[src/hw/rtl/mre_pkg.sv]
// Shared types, constants and operand tables for the mean reprojection error block.
`timescale 1ns / 1ps
`default_nettype none
package mre_pkg;

  localparam int MAX_CAMERAS_DEF   = 256;
  localparam int MAX_POINTS_DEF    = 16384;
  localparam int FRACTION_BITS_DEF = 16;

  localparam int CAM_WORDS = 7;
  localparam int PT_WORDS  = 3;
  localparam int SUM_W     = 48;

  typedef enum logic [1:0] {
    OP_LOAD_CAM = 2'd0,
    OP_LOAD_PT  = 2'd1,
    OP_OBS      = 2'd2,
    OP_FINISH   = 2'd3
  } op_t;

  typedef struct packed {
    op_t                op;
    logic [7:0]         camera_index;
    logic [13:0]        point_index;
    logic [2:0]         component;
    logic signed [31:0] load_value;
    logic signed [31:0] obs_u;
    logic signed [31:0] obs_v;
  } in_item_t;

  typedef struct packed {
    logic [31:0] mean_error;
    logic [31:0] observation_count;
    logic        depth_fault;
    logic        empty_set;
  } out_item_t;

  typedef enum logic [3:0] {
    ST_NONE, ST_FETCH, ST_QMUL, ST_RMAT, ST_PMUL, ST_CSUM, ST_DIVU, ST_DIVV,
    ST_RESID, ST_SQR, ST_SQRT, ST_ACC, ST_FIN, ST_OUT
  } step_t;

  typedef struct packed {
    step_t      step;
    logic [3:0] k;
    logic       go;
  } cmd_t;

  typedef struct packed {
    logic obs_ok;
    logic depth_zero;
    logic count_zero;
    logic div_done;
    logic sqrt_done;
  } status_t;

  // quaternion products in order: yy zz xy wz xz wy xx yz wx (x=0 y=1 z=2 w=3)
  function automatic logic [1:0] qa_sel(input logic [3:0] k);
    case (k)
      4'd0: qa_sel = 2'd1;
      4'd1: qa_sel = 2'd2;
      4'd2: qa_sel = 2'd0;
      4'd3: qa_sel = 2'd3;
      4'd4: qa_sel = 2'd0;
      4'd5: qa_sel = 2'd3;
      4'd6: qa_sel = 2'd0;
      4'd7: qa_sel = 2'd1;
      4'd8: qa_sel = 2'd3;
      default: qa_sel = 2'd0;
    endcase
  endfunction

  function automatic logic [1:0] qb_sel(input logic [3:0] k);
    case (k)
      4'd0: qb_sel = 2'd1;
      4'd1: qb_sel = 2'd2;
      4'd2: qb_sel = 2'd1;
      4'd3: qb_sel = 2'd2;
      4'd4: qb_sel = 2'd2;
      4'd5: qb_sel = 2'd1;
      4'd6: qb_sel = 2'd0;
      4'd7: qb_sel = 2'd2;
      4'd8: qb_sel = 2'd0;
      default: qb_sel = 2'd0;
    endcase
  endfunction

  function automatic logic [1:0] pj_sel(input logic [3:0] k);
    case (k)
      4'd0, 4'd3, 4'd6: pj_sel = 2'd0;
      4'd1, 4'd4, 4'd7: pj_sel = 2'd1;
      4'd2, 4'd5, 4'd8: pj_sel = 2'd2;
      default: pj_sel = 2'd0;
    endcase
  endfunction

endpackage
`default_nettype wire

[src/hw/rtl/mre_ctrl.sv]
// Controller state machine sequencing the observation and finish steps.
`timescale 1ns / 1ps
`default_nettype none
module mre_ctrl (
  input  wire logic             clk,
  input  wire logic             rst_n,
  input  wire logic             start,
  input  wire mre_pkg::op_t     in_op,
  input  wire mre_pkg::status_t sts,
  output logic                  busy,
  output mre_pkg::cmd_t         cmd
);

  typedef enum logic [13:0] {
    S_IDLE  = 14'b00000000000001,
    S_FETCH = 14'b00000000000010,
    S_QMUL  = 14'b00000000000100,
    S_RMAT  = 14'b00000000001000,
    S_PMUL  = 14'b00000000010000,
    S_CSUM  = 14'b00000000100000,
    S_DIVU  = 14'b00000001000000,
    S_DIVV  = 14'b00000010000000,
    S_RESID = 14'b00000100000000,
    S_SQR   = 14'b00001000000000,
    S_SQRT  = 14'b00010000000000,
    S_ACC   = 14'b00100000000000,
    S_FIN   = 14'b01000000000000,
    S_OUT   = 14'b10000000000000
  } state_t;

  state_t     state_r, state_nxt;
  logic [3:0] k_r, k_nxt;

  always_comb begin
    state_nxt = state_r;
    k_nxt     = k_r;
    case (state_r)
      S_IDLE: begin
        k_nxt = 4'd0;
        if (start) begin
          if (in_op == mre_pkg::OP_OBS && sts.obs_ok) state_nxt = S_FETCH;
          else if (in_op == mre_pkg::OP_FINISH) state_nxt = S_FIN;
        end
      end
      S_FETCH: begin
        if (k_r == 4'd7) begin
          state_nxt = S_QMUL;
          k_nxt     = 4'd0;
        end else k_nxt = k_r + 4'd1;
      end
      S_QMUL: begin
        if (k_r == 4'd8) begin
          state_nxt = S_RMAT;
          k_nxt     = 4'd0;
        end else k_nxt = k_r + 4'd1;
      end
      S_RMAT: state_nxt = S_PMUL;
      S_PMUL: begin
        if (k_r == 4'd8) begin
          state_nxt = S_CSUM;
          k_nxt     = 4'd0;
        end else k_nxt = k_r + 4'd1;
      end
      S_CSUM: state_nxt = S_DIVU;
      S_DIVU: begin
        if (k_r == 4'd0 && sts.depth_zero) state_nxt = S_ACC;
        else begin
          k_nxt = 4'd1;
          if (sts.div_done) begin
            state_nxt = S_DIVV;
            k_nxt     = 4'd0;
          end
        end
      end
      S_DIVV: begin
        k_nxt = 4'd1;
        if (sts.div_done) begin
          state_nxt = S_RESID;
          k_nxt     = 4'd0;
        end
      end
      S_RESID: state_nxt = S_SQR;
      S_SQR: begin
        if (k_r == 4'd1) begin
          state_nxt = S_SQRT;
          k_nxt     = 4'd0;
        end else k_nxt = k_r + 4'd1;
      end
      S_SQRT: begin
        k_nxt = 4'd1;
        if (sts.sqrt_done) begin
          state_nxt = S_ACC;
          k_nxt     = 4'd0;
        end
      end
      S_ACC: state_nxt = S_IDLE;
      S_FIN: begin
        if (k_r == 4'd0 && sts.count_zero) state_nxt = S_OUT;
        else begin
          k_nxt = 4'd1;
          if (sts.div_done) begin
            state_nxt = S_OUT;
            k_nxt     = 4'd0;
          end
        end
      end
      S_OUT: state_nxt = S_IDLE;
      default: begin
        state_nxt = S_IDLE;
        k_nxt     = 4'd0;
      end
    endcase
  end

  always_ff @(posedge clk) begin
    if (!rst_n) begin
      state_r <= S_IDLE;
      k_r     <= 4'd0;
    end else begin
      state_r <= state_nxt;
      k_r     <= k_nxt;
    end
  end

  always_comb begin
    case (state_r)
      S_FETCH: cmd.step = mre_pkg::ST_FETCH;
      S_QMUL:  cmd.step = mre_pkg::ST_QMUL;
      S_RMAT:  cmd.step = mre_pkg::ST_RMAT;
      S_PMUL:  cmd.step = mre_pkg::ST_PMUL;
      S_CSUM:  cmd.step = mre_pkg::ST_CSUM;
      S_DIVU:  cmd.step = mre_pkg::ST_DIVU;
      S_DIVV:  cmd.step = mre_pkg::ST_DIVV;
      S_RESID: cmd.step = mre_pkg::ST_RESID;
      S_SQR:   cmd.step = mre_pkg::ST_SQR;
      S_SQRT:  cmd.step = mre_pkg::ST_SQRT;
      S_ACC:   cmd.step = mre_pkg::ST_ACC;
      S_FIN:   cmd.step = mre_pkg::ST_FIN;
      S_OUT:   cmd.step = mre_pkg::ST_OUT;
      default: cmd.step = mre_pkg::ST_NONE;
    endcase
    cmd.k  = k_r;
    cmd.go = (k_r == 4'd0);
  end

  assign busy = (state_r != S_IDLE);

endmodule
`default_nettype wire

[config.mk]
export PLATFORM = sky130hd
export DESIGN_NAME = mre_ctrl
export DESIGN_NICKNAME = d
export VERILOG_FILES = /design/src/hw/rtl/mre_pkg.sv /design/src/hw/rtl/mre_ctrl.sv
export SDC_FILE = /design/constraint.sdc
export NUM_CORES = 1
export LEC_CHECK = 0
export BUFFER_PORTS_ARGS = -buffer_cell sky130_fd_sc_hd__buf_4
export CAP_MARGIN = 20
export CORE_MARGIN = 4
export CORE_UTILIZATION = 42
export DETAILED_ROUTE_END_ITERATION = 7
export PLACE_DENSITY = 0.74
export SYNTH_ARGS = -nofsm -noshare
export SYNTH_HDL_FRONTEND = slang
export SYNTH_SLANG_ARGS = --single-unit
[constraint.sdc]
create_clock -name clk -period 2.55 [get_ports clk]
set_input_delay 0.51 -clock clk [delete_from_list [all_inputs] [get_ports clk]]
set_output_delay 0.51 -clock clk [all_outputs]
set_load 0.005 [all_outputs]
Yosys cells after proc, flatten, opt, wreduce, memory -nomap -nowiden

Index checks and enable logic that the tools add are counted.
Widths: inputs -> output; s select.

Register bits: 18
Input port bits: 10
Logic and storage cells: 67
Output and inout port bits: 10

Bitwise gates (word level): 1
Reduce and logical (&&, ||, !) cells: 8
$add $sub $neg: 1
Eq/ne operators: 32
Multiplexer cells: 23

Operator list:

| cell                 | count |
|---|---|
| $mux 14              | 13 |
| $pmux 14 s12         | 1 |
| $pmux 4 s13          | 1 |
| $pmux 4 s8           | 1 |
| $mux 4               | 5 |
| $ne 2x2->1 const B   | 9 |
| $eq 14x1->1 const B  | 1 |
| $eq 14x10->1 const B | 1 |
| $eq 14x11->1 const B | 1 |
| $eq 14x12->1 const B | 1 |
| $eq 14x13->1 const B | 1 |
| $eq 14x14->1 const B | 1 |
| $eq 14x2->1 const B  | 1 |
| $eq 14x3->1 const B  | 1 |
| $eq 14x4->1 const B  | 1 |
| $eq 14x5->1 const B  | 1 |
| $eq 14x6->1 const B  | 1 |
| $eq 14x7->1 const B  | 1 |
| $eq 14x8->1 const B  | 1 |
| $eq 14x9->1 const B  | 1 |
| $ne 14x1->1 const B  | 1 |
| $reduce_and 10->1    | 1 |
| $ne 3x3->1 const B   | 3 |
| $reduce_or 5->1      | 1 |
| 11 further kinds     | 15 |

Logic depth before layout (Yosys ltp)

Word-level depth: 5
Gate-level depth with buffers: 8
Gate-level depth less buffers: 8

Least setup slack after synthesis

Ideal clock, no wire load.

Path type: flip-flop to output port
Start point: reg state_r[4]
End point: out cmd[6] in the netlist's numbering
Path buffers: 2
Cell stages (with the launch flop): 7
Arrival: 1.917 ns
Data required time: 2.040 ns
Setup slack: 0.123 ns
Path through: dfxtp_1 > buf_6 > or4_4 > buf_6 > or4_1 > or3_1 > nand3_1

RTL lines:

| what                     | line            | source |
|---|---|---|
| start: declaration       | mre_ctrl.sv:31  | `state_t state_r, state_nxt;` |
| start signal: assignment | mre_ctrl.sv:120 | `state_r <= state_nxt;` |
| end: declaration         | mre_ctrl.sv:11  | `output mre_pkg::cmd_t cmd` |

==> impl_metrics.yaml <==
status:
  run_status: "finished with violations"
  violations: "setup timing"
floorplanning:
  fp.dieW_um: 66.30
  num_io_pins: 20
  initial_utilization_pct: 45.28
  die_area_sq_um: 4396
  die-height_um: 66.30
  rows: 20
  coreArea_sq_um: 3153
grt:
  globalRoute.totalOverflow: 0
  grt_pass1_vias: 1507
  global_route_wire_length_before_repair_um: 6996
  largest_net_degree_at_the_start_of_global_routing: 13
  initial_antenna_violation_count: 0
  gr-usage-all-layers_pct: 20.74
sta:
  worst-slew-pin-transition_ps: 627.7
  clock.fmax_ghz: 0.3731
  timing.final.crit_period_ps: 2681
  maxSlewHeadroom_pct: 57.77
  grt_setup_unrepaired: "true"
  setup_slack_ps: -130.5
  timing.final.max_slew_violations: 0
  hold_viol: 0
  setup_viol: 3
  fin_setup_tns_ps: -258.9
  layout_worst_path_cycle_share_pct: 105.1
  clock_skew_ps: 7.983
synth:
  biggest_area_consumer_among_synthesized_cells: "dfxtp_1"
  synth_cell_type_count: 57
  synthMostInstantiatedCell: "nand2_1"
  synth_top_cell_area_share_pct: 25.24
  post_synthesis_cells: 176
  post_synth_most_frequent_cells: "20 x nand2_1, 18 x dfxtp_1, 10 x a21oi_1, 10 x nor3_1"
  syn_avg_cell_area_sq_um: 8.111
  seq_area_frac_synth_pct: 25.24
  synth_area_leaders: "dfxtp_1 25%, nand2_1 5.3%, a21oi_1 3.5%, nor3_1 3.5%, o21ai_0 2.8%"
  mappedNetlistNets: 189
  synth-async-reset-ratio_pct: 0
  ys.warnings.count: 0
  ys_seq_elements: 18
  synth_enable_flop_cells: 0
  synthFlopType: "dfxtp_1"
  netlist_area_sq_um: 1428
pwr:
  clock_power_share_pct: 17.5
  comb_power_share_pct: 51.9
  power_switching_mw: 0.3941
  cellInternalPower_mw: 0.6299
  seqPwrFrac_pct: 30.6
  p_per_area_nw_per_um2: 555.9
  netSwitchingFraction_pct: 38.49
  irDropWorstVdd_uv: 387.6
  leakage_power_figure_nw: 0.7322
clocking:
  clockBufferDepth: 2
  h_tree_level_count: 1
  insertion_delay_to_the_later_sink_of_the_worst_skew_pair_ps: 300
  post_cts_hold_buffer_count: 0
  clkSlewWorstSetupHoldPaths_ps: 110
  cts_tree: "built"
  clock-sinks: 18
  cts.root.buffer_cell: "clkbuf_4"
  number_of_buffers_inserted_during_clock_tree_synthesis: 3
final_layout:
  design_area_sq_um: 1842
  fillers: 308
  fin_cells: 255
  final_core_util_pct: 58.41
  post_route_cells_drive_above_1_share_pct: 35.07
  n_antenna_cell: 0
  layout-area-overhead-vs-synth_pct: 29.01
  area_of_combinational_cells_with_multiple_inputs_sq_um: 1057
  seq_area_sq_um: 366.6
  finish.net_count: 225
worst_setup_path:
  worst_setup_path_end_kind: "output port"
  worstPathRequired_ps: 2040
  timing.critical_path.from_type: "flop"
  cp_max_fo: 3
  cp.arrival_ps: 2170
  reg2reg_slack_ps: 100
  classification_of_the_worst_setup_path: "flop to output port"
detailed_routing:
  totalWireLength_um: 4420
  wl_met3_um: 304
  ant_nets: 0
  routed-via-count: 1592
  route.met2.wl_um: 2184
  detail_route.drc_violations: 0
  average_wire_length_per_cell_after_detail_routing_um: 17.33
  top_layer_used: "met4"
  1st_iter_drt_viols: 162
  routedLengthMet1_um: 1826
  post_drt_via_cell_ratio: 6.243
  drtPass1Iterations: 4
placement:
  post_dp_cell_area_sq_um: 1682
  place.detailed.hpwl_um: 3324
  dp_worst_setup_slack_ps: 116.1
  place.detailed.instances: 245
  place.gp.congestion: 0.9308
  port-buffer-count: 19
job:
  cap_violations: 0
hold_path:
  min-delay-path-class: "input port to flop"
area by class of cell:
class	count	area share, %
Multi-Input combinational cell	144	57.40
Sequential cell	18	19.90
Inverter	6	1.223
Timing Repair Buffer	39	16.51
Tap cell	44	2.989
Clock buffer	4	1.970
power by group through the flow:
stage	registers (mW)	clock network, mW	logic [mW]
after floorplan	0.317	0	0.269
after global placement	0.314	0	0.404
after detailed placement	0.316	0	0.417
after CTS	0.310	0.183	0.439
after global routing	0.315	0.196	0.561
final	0.314	0.179	0.531
routing by layer:
metal  GRT usage (%)  up-vias
met4           9.645        0
met1           26.02      747
met3           3.061       13
met2           34.45       86
met5               0        -
li1                -      746
layout by cell type (no fill, tap or decap), types with 2 or more instances in the layout:
master	count
nand3_1	4
nor4b_1	4
xor2_1	3
clkbuf_4	3
or3_1	3
a21oi_1	10
o21ai_1	2
or4_4	4
inv_1	6
xnor2_1	2
nand2_1	20
or4b_2	3
buf_4	37
a21boi_0	3
dfxtp_2	5
nor3_1	10
nor4_4	2
nor4_1	3
nor2_1	8
ha_1	3
nand3b_1	3
nand4_1	4
a21o_1	3
a32oi_1	2
a22oi_1	3
o21ai_0	8
nor2b_1	5
nor4bb_1	2
dfxtp_1	13
metrics by stage:
step	hold slack (ps)	power [mW]
final	487.3	1.024
after global routing	488.3	1.073
after CTS	487.7	0.9321
after detailed placement	531.5	0.7333
after global placement	521.4	0.7183
after floorplan	491.6	0.5862
path summary, 6_finish.rpt:
kind | startpoint | endpoint | cells past startpoint
worst min-delay path | rst_n | state_r[6]$_SDFFE_PN0P_ | 2
worst max register to register | state_r[4]$_SDFFE_PN0P_ | k_r[0]$_SDFFE_PN0P_ | 8
worst min register to register | state_r[2]$_SDFFE_PN0P_ | state_r[2]$_SDFFE_PN0P_ | 2
worst max-delay path | state_r[4]$_SDFFE_PN0P_ | cmd[5] | 5
critical path: stages, from the launching register on:
cell	delay (ps)
dfxtp_2	340
or4_4	540
or4_4	410
or3_4	370
nand4_1	90
buf_4	120
state kept, by name, summed over array words and instances, names as in the netlist:
register and cells:
state_r 14, k_r 4
cells by family (layout without fill, tap and decap cells):
group	count (synthesis)	after routing	synth area share [%]
multiplexers	1	1	0.7012
XOR/XNOR	5	5	3.068
AO/OA/AOI/OAI	43	43	22.00
flip-flops	18	18	25.24
AND/OR/NAND/NOR	92	92	41.37
buffers and inverters	14	49	4.995
adder cells (fa/ha/maj)	3	3	2.630
repair_timing:
| item | 4_1_cts | 5_1_grt |
|---|---|---|
| gates resized for setup | 7 | 11 |
| buffers inserted | 2 | 4 |
| pin swaps | 2 | 2 |
| cloned | 0 | 0 |
| endpoints found under the setup margin | 4 | 5 |
Note: power is estimated with default switching activity, not from simulation.
